### src/hdl/arp_pkg.sv
`timescale 1ns / 1ps
package arp_pkg;

   localparam int CACHE_ENTRIES_DEF   = 16;
   localparam int REQUEST_ENTRIES_DEF = 8;
   localparam int PENDING_ENTRIES_DEF = 16;

   localparam logic [15:0] LIFETIME_RESET = 16'd30000;
   localparam logic [15:0] HOLDOFF_RESET  = 16'd5000;

   localparam logic [15:0] ETH_IPV4  = 16'h0800;
   localparam logic [15:0] ETH_ARP   = 16'h0806;
   localparam logic [15:0] ARP_OP_REQUEST = 16'd1;
   localparam logic [47:0] BCAST_MAC = 48'hFFFF_FFFF_FFFF;

   localparam logic [1:0] OP_SEND = 2'd0;
   localparam logic [1:0] OP_RECV = 2'd1;
   localparam logic [1:0] OP_TICK = 2'd2;

   // Register index, taken from paddr[4:3].
   localparam logic [1:0] REG_OWN_MAC  = 2'd0;
   localparam logic [1:0] REG_OWN_IP   = 2'd1;
   localparam logic [1:0] REG_LIFETIME = 2'd2;
   localparam logic [1:0] REG_HOLDOFF  = 2'd3;

   localparam logic [2:0] RK_FRAME   = 3'd0;
   localparam logic [2:0] RK_REQUEST = 3'd1;
   localparam logic [2:0] RK_REPLY   = 3'd2;
   localparam logic [2:0] RK_DELIVER = 3'd3;
   localparam logic [2:0] RK_DROP    = 3'd4;

   localparam int CMD_QUEUE_DEPTH = 2;

   typedef struct packed {
      logic [1:0]  operation;
      logic [31:0] next_hop_ip;
      logic [15:0] datagram_handle;
      logic [47:0] frame_dst_mac;
      logic [15:0] frame_ethertype;
      logic        payload_ok;
      logic [15:0] arp_opcode;
      logic [47:0] arp_sender_mac;
      logic [31:0] arp_sender_ip;
      logic [31:0] arp_target_ip;
      logic [15:0] elapsed_ms;
   } req_type;

   typedef struct packed {
      logic [2:0]  result_kind;
      logic [47:0] dest_mac;
      logic [15:0] out_handle;
      logic [31:0] request_target_ip;
      logic        last;
   } rsp_type;

   typedef enum logic [1:0] {
      CMD_SEND,
      CMD_DELIVER,
      CMD_ARP,
      CMD_TICK
   } cmd_kind_type;

   typedef struct packed {
      cmd_kind_type kind;
      logic [31:0]  ip;
      logic [47:0]  mac;
      logic [15:0]  handle;
      logic [15:0]  elapsed;
      logic         reply;
   } cmd_type;

endpackage

### src/hdl/arp_resolver_with_pending_queue.sv
`timescale 1ns / 1ps
// Channel  Direction  Handshake              Payload
// req      in         req_valid / req_stall  arp_pkg::req_type
// rsp      out        rsp_valid / rsp_stall  arp_pkg::rsp_type
// csr      in/out     psel/penable/pready    64-bit registers at 8*index
//
// A send walks the cache table and, on a miss, the request table; an ARP frame walks the
// cache table and then the pending queue, and sends a reply if it asks for one; a tick
// walks the cache and request tables together and then the pending queue. The walks
// visit one entry per cycle, except while a result waits for room on rsp.
// Reset is synchronous and clears valid bits, request timers, the pending count and the queue.
// A stall on rsp holds the back end in place; the front keeps taking transactions
// until its two-entry command queue is full.
module arp_resolver_with_pending_queue #(
   parameter int CACHE_ENTRIES   = arp_pkg::CACHE_ENTRIES_DEF,
   parameter int REQUEST_ENTRIES = arp_pkg::REQUEST_ENTRIES_DEF,
   parameter int PENDING_ENTRIES = arp_pkg::PENDING_ENTRIES_DEF
) (
   input  logic             clock,
   input  logic             reset,
   input  logic             req_valid,
   output logic             req_stall,
   input  arp_pkg::req_type req_data,
   output logic             rsp_valid,
   input  logic             rsp_stall,
   output arp_pkg::rsp_type rsp_data,
   input  logic             psel,
   input  logic             penable,
   input  logic             pwrite,
   input  logic [4:0]       paddr,
   input  logic [63:0]      pwdata,
   output logic [63:0]      prdata,
   output logic             pready
);
   import arp_pkg::*;

   localparam int PC_W = $clog2(PENDING_ENTRIES + 1);

   // Configuration registers; the user must write them only while the block is idle (not enforced here).
   logic [47:0] own_mac_ff;
   logic [31:0] own_ip_ff;
   logic [15:0] lifetime_ff;
   logic [15:0] holdoff_ff;
   logic [1:0]  reg_idx;

   logic            cmd_valid;
   cmd_type         cmd;
   logic            cmd_pop;
   logic [PC_W-1:0] pend_count;

   assign reg_idx = paddr[4:3];
   assign pready  = 1'b1;

   always_ff @(posedge clock) begin
      if (reset) begin
         own_mac_ff  <= '0;
         own_ip_ff   <= '0;
         lifetime_ff <= LIFETIME_RESET;
         holdoff_ff  <= HOLDOFF_RESET;
      end else if (psel && penable && pwrite) begin
         unique case (reg_idx)
            REG_OWN_MAC:  own_mac_ff  <= pwdata[47:0];
            REG_OWN_IP:   own_ip_ff   <= pwdata[31:0];
            REG_LIFETIME: lifetime_ff <= pwdata[15:0];
            REG_HOLDOFF:  holdoff_ff  <= pwdata[15:0];
            default:      own_ip_ff   <= own_ip_ff;
         endcase
      end
   end

   always_comb begin
      unique case (reg_idx)
         REG_OWN_MAC:  prdata = {16'd0, own_mac_ff};
         REG_OWN_IP:   prdata = {32'd0, own_ip_ff};
         REG_LIFETIME: prdata = {48'd0, lifetime_ff};
         REG_HOLDOFF:  prdata = {48'd0, holdoff_ff};
         default:      prdata = '0;
      endcase
   end

   // The front filters and classifies each transaction into a command.
   arp_front u_front (
      .clock     (clock),
      .reset     (reset),
      .own_mac   (own_mac_ff),
      .own_ip    (own_ip_ff),
      .req_valid (req_valid),
      .req_stall (req_stall),
      .req_data  (req_data),
      .cmd_valid (cmd_valid),
      .cmd       (cmd),
      .cmd_pop   (cmd_pop)
   );

   // The back walks the cache, request and pending tables for one command at a time.
   arp_back #(
      .CACHE_ENTRIES   (CACHE_ENTRIES),
      .REQUEST_ENTRIES (REQUEST_ENTRIES),
      .PENDING_ENTRIES (PENDING_ENTRIES)
   ) u_back (
      .clock              (clock),
      .reset              (reset),
      .cache_lifetime_ms  (lifetime_ff),
      .request_holdoff_ms (holdoff_ff),
      .cmd_valid          (cmd_valid),
      .cmd                (cmd),
      .cmd_pop            (cmd_pop),
      .rsp_valid          (rsp_valid),
      .rsp_stall          (rsp_stall),
      .rsp_data           (rsp_data),
      .pend_count         (pend_count)
   );

   // The pending queue never holds more than its capacity.
   assert property (@(posedge clock) disable iff (reset)
      pend_count <= PC_W'(PENDING_ENTRIES))
      else $error("pending count exceeds capacity");

   // No result is presented in the cycle after reset.
   assert property (@(posedge clock) reset |=> !rsp_valid)
      else $error("result valid right after reset");

   // Only defined result kinds leave the block.
   assert property (@(posedge clock) disable iff (reset)
      rsp_valid |-> rsp_data.result_kind <= RK_DROP)
      else $error("undefined result kind");

   // The command queue is only popped when it holds a command.
   assert property (@(posedge clock) disable iff (reset)
      cmd_pop |-> cmd_valid)
      else $error("command popped from empty queue");

endmodule

### src/hdl/arp_front.sv
`timescale 1ns / 1ps
module arp_front (
   input  logic             clock,
   input  logic             reset,
   input  logic [47:0]      own_mac,
   input  logic [31:0]      own_ip,
   input  logic             req_valid,
   output logic             req_stall,
   input  arp_pkg::req_type req_data,
   output logic             cmd_valid,
   output arp_pkg::cmd_type cmd,
   input  logic             cmd_pop
);
   import arp_pkg::*;

   localparam int QW = $clog2(CMD_QUEUE_DEPTH);
   localparam int CNT_W = $clog2(CMD_QUEUE_DEPTH + 1);

   cmd_type            q_ff [CMD_QUEUE_DEPTH];
   logic [QW-1:0]      wp_ff;
   logic [QW-1:0]      rp_ff;
   logic [CNT_W-1:0]   cnt_ff;
   logic               accept;
   logic               enq;
   logic               addr_ok;
   cmd_type            c;

   // Classify the transaction; ignored frames and unknown operations never enter the queue.
   always_comb begin
      addr_ok = (req_data.frame_dst_mac == own_mac) || (req_data.frame_dst_mac == BCAST_MAC);
      c = '0;
      enq = 1'b0;
      c.handle  = req_data.datagram_handle;
      c.elapsed = req_data.elapsed_ms;
      c.mac     = req_data.arp_sender_mac;
      c.reply   = (req_data.arp_opcode == ARP_OP_REQUEST) && (req_data.arp_target_ip == own_ip);
      priority if (req_data.operation == OP_SEND) begin
         c.kind = CMD_SEND;
         c.ip   = req_data.next_hop_ip;
         enq    = 1'b1;
      end else if (req_data.operation == OP_TICK) begin
         c.kind = CMD_TICK;
         enq    = 1'b1;
      end else if (req_data.operation == OP_RECV && addr_ok && req_data.payload_ok) begin
         c.ip = req_data.arp_sender_ip;
         if (req_data.frame_ethertype == ETH_IPV4) begin
            c.kind = CMD_DELIVER;
            enq    = 1'b1;
         end else if (req_data.frame_ethertype == ETH_ARP) begin
            c.kind = CMD_ARP;
            enq    = 1'b1;
         end
      end else begin
         enq = 1'b0;
      end
   end

   assign req_stall = (cnt_ff == CNT_W'(CMD_QUEUE_DEPTH));
   assign accept    = req_valid && !req_stall;
   assign cmd_valid = (cnt_ff != '0);
   assign cmd       = q_ff[rp_ff];

   always_ff @(posedge clock) begin
      if (reset) begin
         wp_ff  <= '0;
         rp_ff  <= '0;
         cnt_ff <= '0;
      end else begin
         if (accept && enq) begin
            q_ff[wp_ff] <= c;
            wp_ff <= (wp_ff == QW'(CMD_QUEUE_DEPTH - 1)) ? '0 : wp_ff + 1'b1;
         end
         if (cmd_pop) begin
            rp_ff <= (rp_ff == QW'(CMD_QUEUE_DEPTH - 1)) ? '0 : rp_ff + 1'b1;
         end
         cnt_ff <= cnt_ff + CNT_W'(accept && enq) - CNT_W'(cmd_pop);
      end
   end

endmodule

### src/hdl/arp_back.sv
`timescale 1ns / 1ps
module arp_back #(
   parameter int CACHE_ENTRIES   = arp_pkg::CACHE_ENTRIES_DEF,
   parameter int REQUEST_ENTRIES = arp_pkg::REQUEST_ENTRIES_DEF,
   parameter int PENDING_ENTRIES = arp_pkg::PENDING_ENTRIES_DEF
) (
   input  logic             clock,
   input  logic             reset,
   input  logic [15:0]      cache_lifetime_ms,
   input  logic [15:0]      request_holdoff_ms,
   input  logic             cmd_valid,
   input  arp_pkg::cmd_type cmd,
   output logic             cmd_pop,
   output logic             rsp_valid,
   input  logic             rsp_stall,
   output arp_pkg::rsp_type rsp_data,
   output logic [$clog2(PENDING_ENTRIES+1)-1:0] pend_count
);
   import arp_pkg::*;

   localparam int CW = (CACHE_ENTRIES > 1) ? $clog2(CACHE_ENTRIES) : 1;
   localparam int RW = (REQUEST_ENTRIES > 1) ? $clog2(REQUEST_ENTRIES) : 1;
   localparam int PW = (PENDING_ENTRIES > 1) ? $clog2(PENDING_ENTRIES) : 1;
   localparam int PC_W = $clog2(PENDING_ENTRIES + 1);
   localparam int CR_MAX = (CACHE_ENTRIES > REQUEST_ENTRIES) ? CACHE_ENTRIES : REQUEST_ENTRIES;
   localparam int WMAX = (CR_MAX > PENDING_ENTRIES) ? CR_MAX : PENDING_ENTRIES;
   localparam int WK_W = $clog2(WMAX + 1);

   typedef enum logic [3:0] {
      ST_IDLE, ST_DELIV, ST_CWALK, ST_LEARN, ST_RWALK, ST_SREQ,
      ST_SQ, ST_PWALK, ST_REPLY, ST_TICK, ST_FLUSH
   } state_type;

   state_type        st_ff;
   cmd_type          cmd_ff;
   logic [WK_W-1:0]  wk_ff;
   logic [PC_W-1:0]  k_ff;
   logic [PC_W-1:0]  pcnt_ff;
   logic             match_ff, free_ff, held_ff, rfree_ff;
   logic [CW-1:0]    match_slot_ff, free_slot_ff, cmin_ff;
   logic [RW-1:0]    rfree_slot_ff, rmin_ff;

   logic [31:0]      cache_ip_ff   [CACHE_ENTRIES];
   logic [47:0]      cache_mac_ff  [CACHE_ENTRIES];
   logic [15:0]      cache_time_ff [CACHE_ENTRIES];
   logic [CACHE_ENTRIES-1:0] cache_valid_ff;
   logic [31:0]      req_ip_ff     [REQUEST_ENTRIES];
   logic [15:0]      req_timer_ff  [REQUEST_ENTRIES];
   logic [15:0]      pend_handle_ff[PENDING_ENTRIES];
   logic [31:0]      pend_ip_ff    [PENDING_ENTRIES];
   logic [15:0]      pend_time_ff  [PENDING_ENTRIES];

   rsp_type          hold_ff;
   logic             hold_vld_ff;
   rsp_type          rsp_ff;
   logic             rsp_vld_ff;

   logic [CW-1:0]    ci;
   logic [RW-1:0]    ri;
   logic [PW-1:0]    pi, ki;
   logic             c_hit, c_end, r_end, t_end, p_done, p_match, p_expire;
   logic             want, can_push, fire, out_free, flush_fire, out_load;
   rsp_type          push_res, out_data;
   logic [CW-1:0]    learn_slot;
   logic [15:0]      rtmr;

   assign ci = wk_ff[CW-1:0];
   assign ri = wk_ff[RW-1:0];
   assign pi = wk_ff[PW-1:0];
   assign ki = k_ff[PW-1:0];
   assign rtmr     = req_timer_ff[ri];
   assign c_hit    = cache_valid_ff[ci] && (cache_ip_ff[ci] == cmd_ff.ip);
   assign c_end    = (wk_ff == WK_W'(CACHE_ENTRIES - 1));
   assign r_end    = (wk_ff == WK_W'(REQUEST_ENTRIES - 1));
   assign t_end    = (wk_ff == WK_W'(CR_MAX - 1));
   assign p_done   = (wk_ff >= WK_W'(pcnt_ff));
   assign p_match  = (pend_ip_ff[pi] == cmd_ff.ip);
   assign p_expire = (pend_time_ff[pi] <= cmd_ff.elapsed);
   assign learn_slot = match_ff ? match_slot_ff : (free_ff ? free_slot_ff : cmin_ff);

   // Result to be produced in this cycle, if any.
   always_comb begin
      want = 1'b0;
      push_res = '0;
      unique case (st_ff)
         ST_DELIV: begin
            want = 1'b1;
            push_res.result_kind = RK_DELIVER;
            push_res.out_handle  = cmd_ff.handle;
         end
         ST_CWALK: begin
            want = (cmd_ff.kind == CMD_SEND) && c_hit;
            push_res.result_kind = RK_FRAME;
            push_res.dest_mac    = cache_mac_ff[ci];
            push_res.out_handle  = cmd_ff.handle;
         end
         ST_SREQ: begin
            want = !held_ff;
            push_res.result_kind       = RK_REQUEST;
            push_res.dest_mac          = BCAST_MAC;
            push_res.request_target_ip = cmd_ff.ip;
         end
         ST_SQ: begin
            want = (pcnt_ff >= PC_W'(PENDING_ENTRIES));
            push_res.result_kind = RK_DROP;
            push_res.out_handle  = cmd_ff.handle;
         end
         ST_PWALK: begin
            want = (cmd_ff.kind == CMD_ARP) && !p_done && p_match;
            push_res.result_kind = RK_FRAME;
            push_res.dest_mac    = cmd_ff.mac;
            push_res.out_handle  = pend_handle_ff[pi];
         end
         ST_REPLY: begin
            want = 1'b1;
            push_res.result_kind       = RK_REPLY;
            push_res.dest_mac          = cmd_ff.mac;
            push_res.request_target_ip = cmd_ff.ip;
         end
         default: want = 1'b0;
      endcase
   end

   // A result waits in the hold register until the next one shows whether it was the last.
   assign out_free   = !rsp_vld_ff || !rsp_stall;
   assign can_push   = !hold_vld_ff || out_free;
   assign fire       = want && can_push;
   assign flush_fire = (st_ff == ST_FLUSH) && hold_vld_ff && out_free;
   assign out_load   = (fire && hold_vld_ff) || flush_fire;
   always_comb begin
      out_data = hold_ff;
      out_data.last = flush_fire;
   end

   assign cmd_pop    = (st_ff == ST_IDLE) && cmd_valid;
   assign rsp_valid  = rsp_vld_ff;
   assign rsp_data   = rsp_ff;
   assign pend_count = pcnt_ff;

   always_ff @(posedge clock) begin
      if (reset) begin
         st_ff          <= ST_IDLE;
         hold_vld_ff    <= 1'b0;
         rsp_vld_ff     <= 1'b0;
         cache_valid_ff <= '0;
         pcnt_ff        <= '0;
         for (int i = 0; i < REQUEST_ENTRIES; i++) begin
            req_timer_ff[i] <= '0;
         end
      end else begin
         if (out_load) begin
            rsp_ff     <= out_data;
            rsp_vld_ff <= 1'b1;
         end else if (out_free) begin
            rsp_vld_ff <= 1'b0;
         end
         if (fire) begin
            hold_ff     <= push_res;
            hold_vld_ff <= 1'b1;
         end else if (flush_fire) begin
            hold_vld_ff <= 1'b0;
         end

         unique case (st_ff)
            ST_IDLE: begin
               if (cmd_valid) begin
                  cmd_ff   <= cmd;
                  wk_ff    <= '0;
                  k_ff     <= '0;
                  match_ff <= 1'b0;
                  free_ff  <= 1'b0;
                  held_ff  <= 1'b0;
                  rfree_ff <= 1'b0;
                  unique case (cmd.kind)
                     CMD_SEND:    st_ff <= ST_CWALK;
                     CMD_DELIVER: st_ff <= ST_DELIV;
                     CMD_ARP:     st_ff <= ST_CWALK;
                     CMD_TICK:    st_ff <= ST_TICK;
                     default:     st_ff <= ST_IDLE;
                  endcase
               end
            end
            ST_DELIV: begin
               if (fire) st_ff <= ST_FLUSH;
            end
            ST_CWALK: begin
               if (cmd_ff.kind == CMD_SEND) begin
                  if (c_hit) begin
                     if (fire) st_ff <= ST_FLUSH;
                  end else if (c_end) begin
                     st_ff <= ST_RWALK;
                     wk_ff <= '0;
                  end else begin
                     wk_ff <= wk_ff + 1'b1;
                  end
               end else begin
                  if (c_hit && !match_ff) begin
                     match_ff      <= 1'b1;
                     match_slot_ff <= ci;
                  end
                  if (!cache_valid_ff[ci] && !free_ff) begin
                     free_ff      <= 1'b1;
                     free_slot_ff <= ci;
                  end
                  if (wk_ff == '0 || cache_time_ff[ci] < cache_time_ff[cmin_ff]) begin
                     cmin_ff <= ci;
                  end
                  if (c_end) st_ff <= ST_LEARN;
                  else wk_ff <= wk_ff + 1'b1;
               end
            end
            ST_LEARN: begin
               cache_valid_ff[learn_slot] <= 1'b1;
               cache_ip_ff[learn_slot]    <= cmd_ff.ip;
               cache_mac_ff[learn_slot]   <= cmd_ff.mac;
               cache_time_ff[learn_slot]  <= cache_lifetime_ms;
               st_ff <= ST_PWALK;
               wk_ff <= '0;
               k_ff  <= '0;
            end
            ST_RWALK: begin
               if (rtmr != '0 && req_ip_ff[ri] == cmd_ff.ip) held_ff <= 1'b1;
               if (rtmr == '0 && !rfree_ff) begin
                  rfree_ff      <= 1'b1;
                  rfree_slot_ff <= ri;
               end
               if (wk_ff == '0 || rtmr < req_timer_ff[rmin_ff]) rmin_ff <= ri;
               if (r_end) st_ff <= ST_SREQ;
               else wk_ff <= wk_ff + 1'b1;
            end
            ST_SREQ: begin
               if (held_ff) begin
                  st_ff <= ST_SQ;
               end else if (fire) begin
                  req_ip_ff[rfree_ff ? rfree_slot_ff : rmin_ff]    <= cmd_ff.ip;
                  req_timer_ff[rfree_ff ? rfree_slot_ff : rmin_ff] <= request_holdoff_ms;
                  st_ff <= ST_SQ;
               end
            end
            ST_SQ: begin
               if (pcnt_ff < PC_W'(PENDING_ENTRIES)) begin
                  pend_handle_ff[pcnt_ff[PW-1:0]] <= cmd_ff.handle;
                  pend_ip_ff[pcnt_ff[PW-1:0]]     <= cmd_ff.ip;
                  pend_time_ff[pcnt_ff[PW-1:0]]   <= request_holdoff_ms;
                  pcnt_ff <= pcnt_ff + 1'b1;
                  st_ff   <= ST_FLUSH;
               end else if (fire) begin
                  st_ff <= ST_FLUSH;
               end
            end
            ST_PWALK: begin
               if (p_done) begin
                  pcnt_ff <= k_ff;
                  st_ff   <= (cmd_ff.kind == CMD_ARP && cmd_ff.reply) ? ST_REPLY : ST_FLUSH;
               end else if (cmd_ff.kind == CMD_ARP) begin
                  if (p_match) begin
                     if (fire) wk_ff <= wk_ff + 1'b1;
                  end else begin
                     pend_handle_ff[ki] <= pend_handle_ff[pi];
                     pend_ip_ff[ki]     <= pend_ip_ff[pi];
                     pend_time_ff[ki]   <= pend_time_ff[pi];
                     k_ff  <= k_ff + 1'b1;
                     wk_ff <= wk_ff + 1'b1;
                  end
               end else begin
                  if (!p_expire) begin
                     pend_handle_ff[ki] <= pend_handle_ff[pi];
                     pend_ip_ff[ki]     <= pend_ip_ff[pi];
                     pend_time_ff[ki]   <= pend_time_ff[pi] - cmd_ff.elapsed;
                     k_ff <= k_ff + 1'b1;
                  end
                  wk_ff <= wk_ff + 1'b1;
               end
            end
            ST_REPLY: begin
               if (fire) st_ff <= ST_FLUSH;
            end
            ST_TICK: begin
               if (wk_ff < WK_W'(CACHE_ENTRIES) && cache_valid_ff[ci]) begin
                  if (cache_time_ff[ci] <= cmd_ff.elapsed) cache_valid_ff[ci] <= 1'b0;
                  else cache_time_ff[ci] <= cache_time_ff[ci] - cmd_ff.elapsed;
               end
               if (wk_ff < WK_W'(REQUEST_ENTRIES)) begin
                  req_timer_ff[ri] <= (rtmr <= cmd_ff.elapsed) ? '0 : rtmr - cmd_ff.elapsed;
               end
               if (t_end) begin
                  st_ff <= ST_PWALK;
                  wk_ff <= '0;
                  k_ff  <= '0;
               end else begin
                  wk_ff <= wk_ff + 1'b1;
               end
            end
            ST_FLUSH: begin
               if (!hold_vld_ff || flush_fire) st_ff <= ST_IDLE;
            end
            default: st_ff <= ST_IDLE;
         endcase
      end
   end

endmodule
### config.mk
export PLATFORM = sky130hd
export DESIGN_NAME = arp_resolver_with_pending_queue
export DESIGN_NICKNAME = d
export VERILOG_FILES = /design/src/hdl/arp_pkg.sv /design/src/hdl/arp_resolver_with_pending_queue.sv /design/src/hdl/arp_front.sv /design/src/hdl/arp_back.sv
export SDC_FILE = /design/constraint.sdc
export NUM_CORES = 2
export LEC_CHECK = 0
export ABC_AREA = 1
export BUFFER_PORTS_ARGS = -buffer_cell sky130_fd_sc_hd__buf_2
export CAP_MARGIN = 20
export CORE_ASPECT_RATIO = 0.75
export CORE_MARGIN = 1.5
export CORE_UTILIZATION = 30
export CTS_BUF_LIST = sky130_fd_sc_hd__clkbuf_2 sky130_fd_sc_hd__clkbuf_4 sky130_fd_sc_hd__clkbuf_8
export DETAILED_ROUTE_END_ITERATION = 10
export GPL_TIMING_DRIVEN = 1
export SKIP_LAST_GASP = 1
export SLEW_MARGIN = 30
export SYNTH_ARGS = -nofsm -noshare
export SYNTH_HDL_FRONTEND = slang
export SYNTH_SLANG_ARGS = --single-unit
### constraint.sdc
create_clock -name clock -period 13.45 [get_ports clock]
set_input_delay 4.035 -clock clock [delete_from_list [all_inputs] [get_ports clock]]
set_output_delay 4.035 -clock clock [all_outputs]
set_load 0.1 [all_outputs]
==> results.sh <==
export IMPL_outcome="complete, but fails checks"
export IMPL_failed_checks="design-rule violations"
export IMPL_critPathMaxStageDelay_ps=530
export IMPL_firstDrtPassIters=11
export IMPL_report_final_hold_viol_count=0
export IMPL_portBuffers=465
export IMPL_nNetsFinal=14290
export IMPL_crit_fanout=12
export IMPL_die_area_um2=519200
export IMPL_final_cell_area_um2=176600
export IMPL_top_usage_layer="met2"
export IMPL_fmax_mhz=102.1
export IMPL_antenna_found_initial=25
export IMPL_clock_sinks=3675
export IMPL_cts_hold_buf=0
export IMPL_yosysUniqueCellTypes=60
export IMPL_synth_edf_count=3520
export IMPL_fin_cells=21100
export IMPL_place_inst=20000
export IMPL_wl_per_cell_um=22.46
export IMPL_area_growth_pct=14.35
export IMPL_start_util=0.3021
export IMPL_post_cts_setup_buffers=0
export IMPL_finalWeightedCongestion=0.9024
export IMPL_ios=502
export IMPL_use_met3=0.02894
export IMPL_min_path_type="flip-flop to flip-flop"
export IMPL_cts_repair_resized=0
export IMPL_yosys_warnings=0
export IMPL_vias=107000
export IMPL_dpl_instance_area_um2=164500
export IMPL_synthFlopType="edfxtp_1"
export IMPL_ys_seq_area_frac=0.7045
export IMPL_finalMaxSlewViolations=0
export IMPL_syn_area_um2=154400
export IMPL_yosysTopAreaCell="edfxtp_1"
export IMPL_core_area_um2=511200
export IMPL_p_clk_frac=0.283
export IMPL_cts_root_buf="clkbuf_8"
export IMPL_required_ps=9410
export IMPL_ys_top_cells_by_area="edfxtp_1 (68%), nand2_1 (5.8%), o21ai_0 (5.6%)"
export IMPL_gr_usage_met2=0.2727
export IMPL_gr_total_overflow=0
export IMPL_period_needed_ps=9790
export IMPL_drc=16
export IMPL_num_rows=227
export IMPL_swShare=0.3775
export IMPL_grt_use_met1=0.2391
export IMPL_postSynthAreaPerCell_um2=11.61
export IMPL_nFillCells=50220
export IMPL_cts_buffers=603
export IMPL_whs_path_depth=0
export IMPL_cts_path_max_buffers=4
export IMPL_async_reset_ff_frac=0
export IMPL_drt_initial_drc_count=12030
export IMPL_cellPowerDensity_nw_per_um2=196.2
export IMPL_peakVddDrop_v=0.0001751
export IMPL_crit_path_start_kind="primary input"
export IMPL_grt_use_total=0.1740
export IMPL_pwr_share_seq=0.395
export IMPL_crit_type="primary input to primary output"
export IMPL_setup_viol=0
export IMPL_tightest_slew_ps=1088
export IMPL_clk_latency_ps=1250
export IMPL_dp_hpwl_um=263900
export IMPL_combPwrFrac=0.322
export IMPL_hold_slack_ps=348.7
export IMPL_max_slew_margin=0.2744
export IMPL_synth_seq_cells=3675
export IMPL_post_route_period_util=0.7279
export IMPL_rsz0062_at_grt="no"
export IMPL_maxCapViolCount=0
export IMPL_worst_r2r_cell_count=28
export IMPL_r2r_end="u_back.pend_ip_ff[10][23]$_DFFE_PP_"
export IMPL_cts_tree="yes"
export IMPL_synth_top_area_share=0.6844
export IMPL_wl_um=473700
export IMPL_slowest_stage="o21ai_0"
export IMPL_worst_slack_ps=3660
export IMPL_crit_path_end_kind="primary output"
export IMPL_grt_max_degree=221
export IMPL_ys_top_cells_by_count="edfxtp_1 (3,520), nand2_1 (2,375), o21ai_0 (1,722)"
export IMPL_vias_per_cell=5.072
export IMPL_cp_cell_sequence="buf_2 -> inv_1 -> nor2_1 -> inv_1 -> o21ai_0 -> buf_2"
export IMPL_dp_slack_ps=2877
export IMPL_postRouteAntennaNets=0
export IMPL_power_internal_mw=21.56
export IMPL_synthCells=13310
export IMPL_holdPathEnd="u_back.rsp_data[34]$_DFFE_PP_"
export IMPL_arrival_ps=5750
export IMPL_yosys_cell_count_top_type="edfxtp_1"
export IMPL_skew_ps=126.0
export IMPL_clkTransAtPathRegs_ps=60
export IMPL_p_leak_nw=61.96
export IMPL_grt_pass1_vias=101400
export IMPL_hp_start="u_back.hold_ff[34]$_DFFE_PP_"
export IMPL_grt_first_pass_wirelength_um=683300
export IMPL_h_tree_depth=6
export IMPL_rrSetupSlack_ps=4220
export IMPL_die_h_um=624.4
export IMPL_p_switching_mw=13.08
export IMPL_die_w_um=831.5
export IMPL_drive_gt1_frac=0.1314
export IMPL_tns_ps=0
[worst max-delay path by stage]
| stage | from | to | slack, ps | cells past startpoint |
|---|---|---|---|---|
| 3_3_place_gp | paddr[4] | prdata[20] | 2910 | 6 |
| 6_report | paddr[3] | prdata[17] | 3660 | 6 |
| 3_5_place_dp | paddr[4] | prdata[9] | 2880 | 6 |
| 2_1_floorplan | reset | u_back.cache_ip_ff[11][0]$_DFFE_PP_ | 2320 | 6 |
| 5_1_grt | paddr[3] | prdata[17] | 3590 | 6 |
| 4_1_cts | paddr[4] | prdata[9] | 2870 | 6 |
[state kept, by name, indices dropped and copies added (netlist names), 100 cells and up, named ones only]
name,count
u_back.cache_mac_ff,768
u_back.cache_ip_ff,512
u_back.cache_time_ff,256
u_back.pend_ip_ff,512
u_front.q_ff,230
u_back.req_ip_ff,256
u_back.cmd_ff,115
u_back.pend_time_ff,256
u_back.rsp_data,100
u_back.req_timer_ff,128
u_back.pend_handle_ff,256
[kinds of logic after synthesis]
kind of cell / count (synthesis) / share of synthesized area
flip-flops: 3675 / 0.7045
other: 2 / 0.00004863
buffers and inverters: 1443 / 0.03985
AND/OR/NAND/NOR: 5068 / 0.1334
AO/OA/AOI/OAI: 2900 / 0.1072
XOR/XNOR: 123 / 0.006976
adder cells (fa/ha/maj): 96 / 0.007923
[critical path, delay by kind of cell]
family          cells  cell delay, ps
buf+inv             4            1000
compound gates      1             530
simple gates        1             180
[power by group through the flow]
stage | combinational (mW) | sequential [mW] | clock [mW]
after global routing | 12.3 | 13.7 | 10.4
after detailed placement | 11.0 | 13.9 | 0
after floorplan | 7.44 | 13.9 | 0
final | 11.2 | 13.7 | 9.79
after global placement | 10.9 | 13.9 | 0
after CTS | 11.0 | 13.7 | 9.97
[stage by stage]
stage / util / power, mW
after detailed placement: 0.3218 / 24.90
after global placement: 0.3215 / 24.78
after global routing: 0.3454 / 36.44
after CTS: 0.3449 / 34.67
final: 0.3454 / 34.64
after floorplan: - / 21.32
[final cells by class]
cell class                      count  area [um^2]  area share
Antenna cell                        9        22.52   0.0001275
Clock buffer                      838        10160     0.05755
Clock inverter                    240         1677    0.009494
Inverter                          594         2286     0.01294
Multi-Input combinational cell   8204        39990      0.2264
Sequential cell                  3675       108800      0.6163
Tap cell                         6755         8452     0.04786
Timing Repair Buffer              781         5174     0.02930
[routing by layer]
metal  routed length (um)  vias up  part of all wire
li1                     -    48930                 -
met1               199300    52190              0.42
met2               212500     4917              0.45
met3                40160      956             0.085
met4                21590       12             0.046
met5                   82        -           0.00017
[layout by cell type, fill, tap and decap left out, drive strengths merged, types with 63 or more instances in the layout]
cell / instances
dfxtp: 155
o211ai: 159
o21ai: 1765
o22ai: 260
inv: 616
nand3: 853
ha: 93
clkinv: 187
edfxtp: 3520
clkbuf: 838
xor2: 63
a21oi: 341
buf: 781
nor2: 1660
o221ai: 216
nand2: 2377
Power figures use the tool's default switching activity.
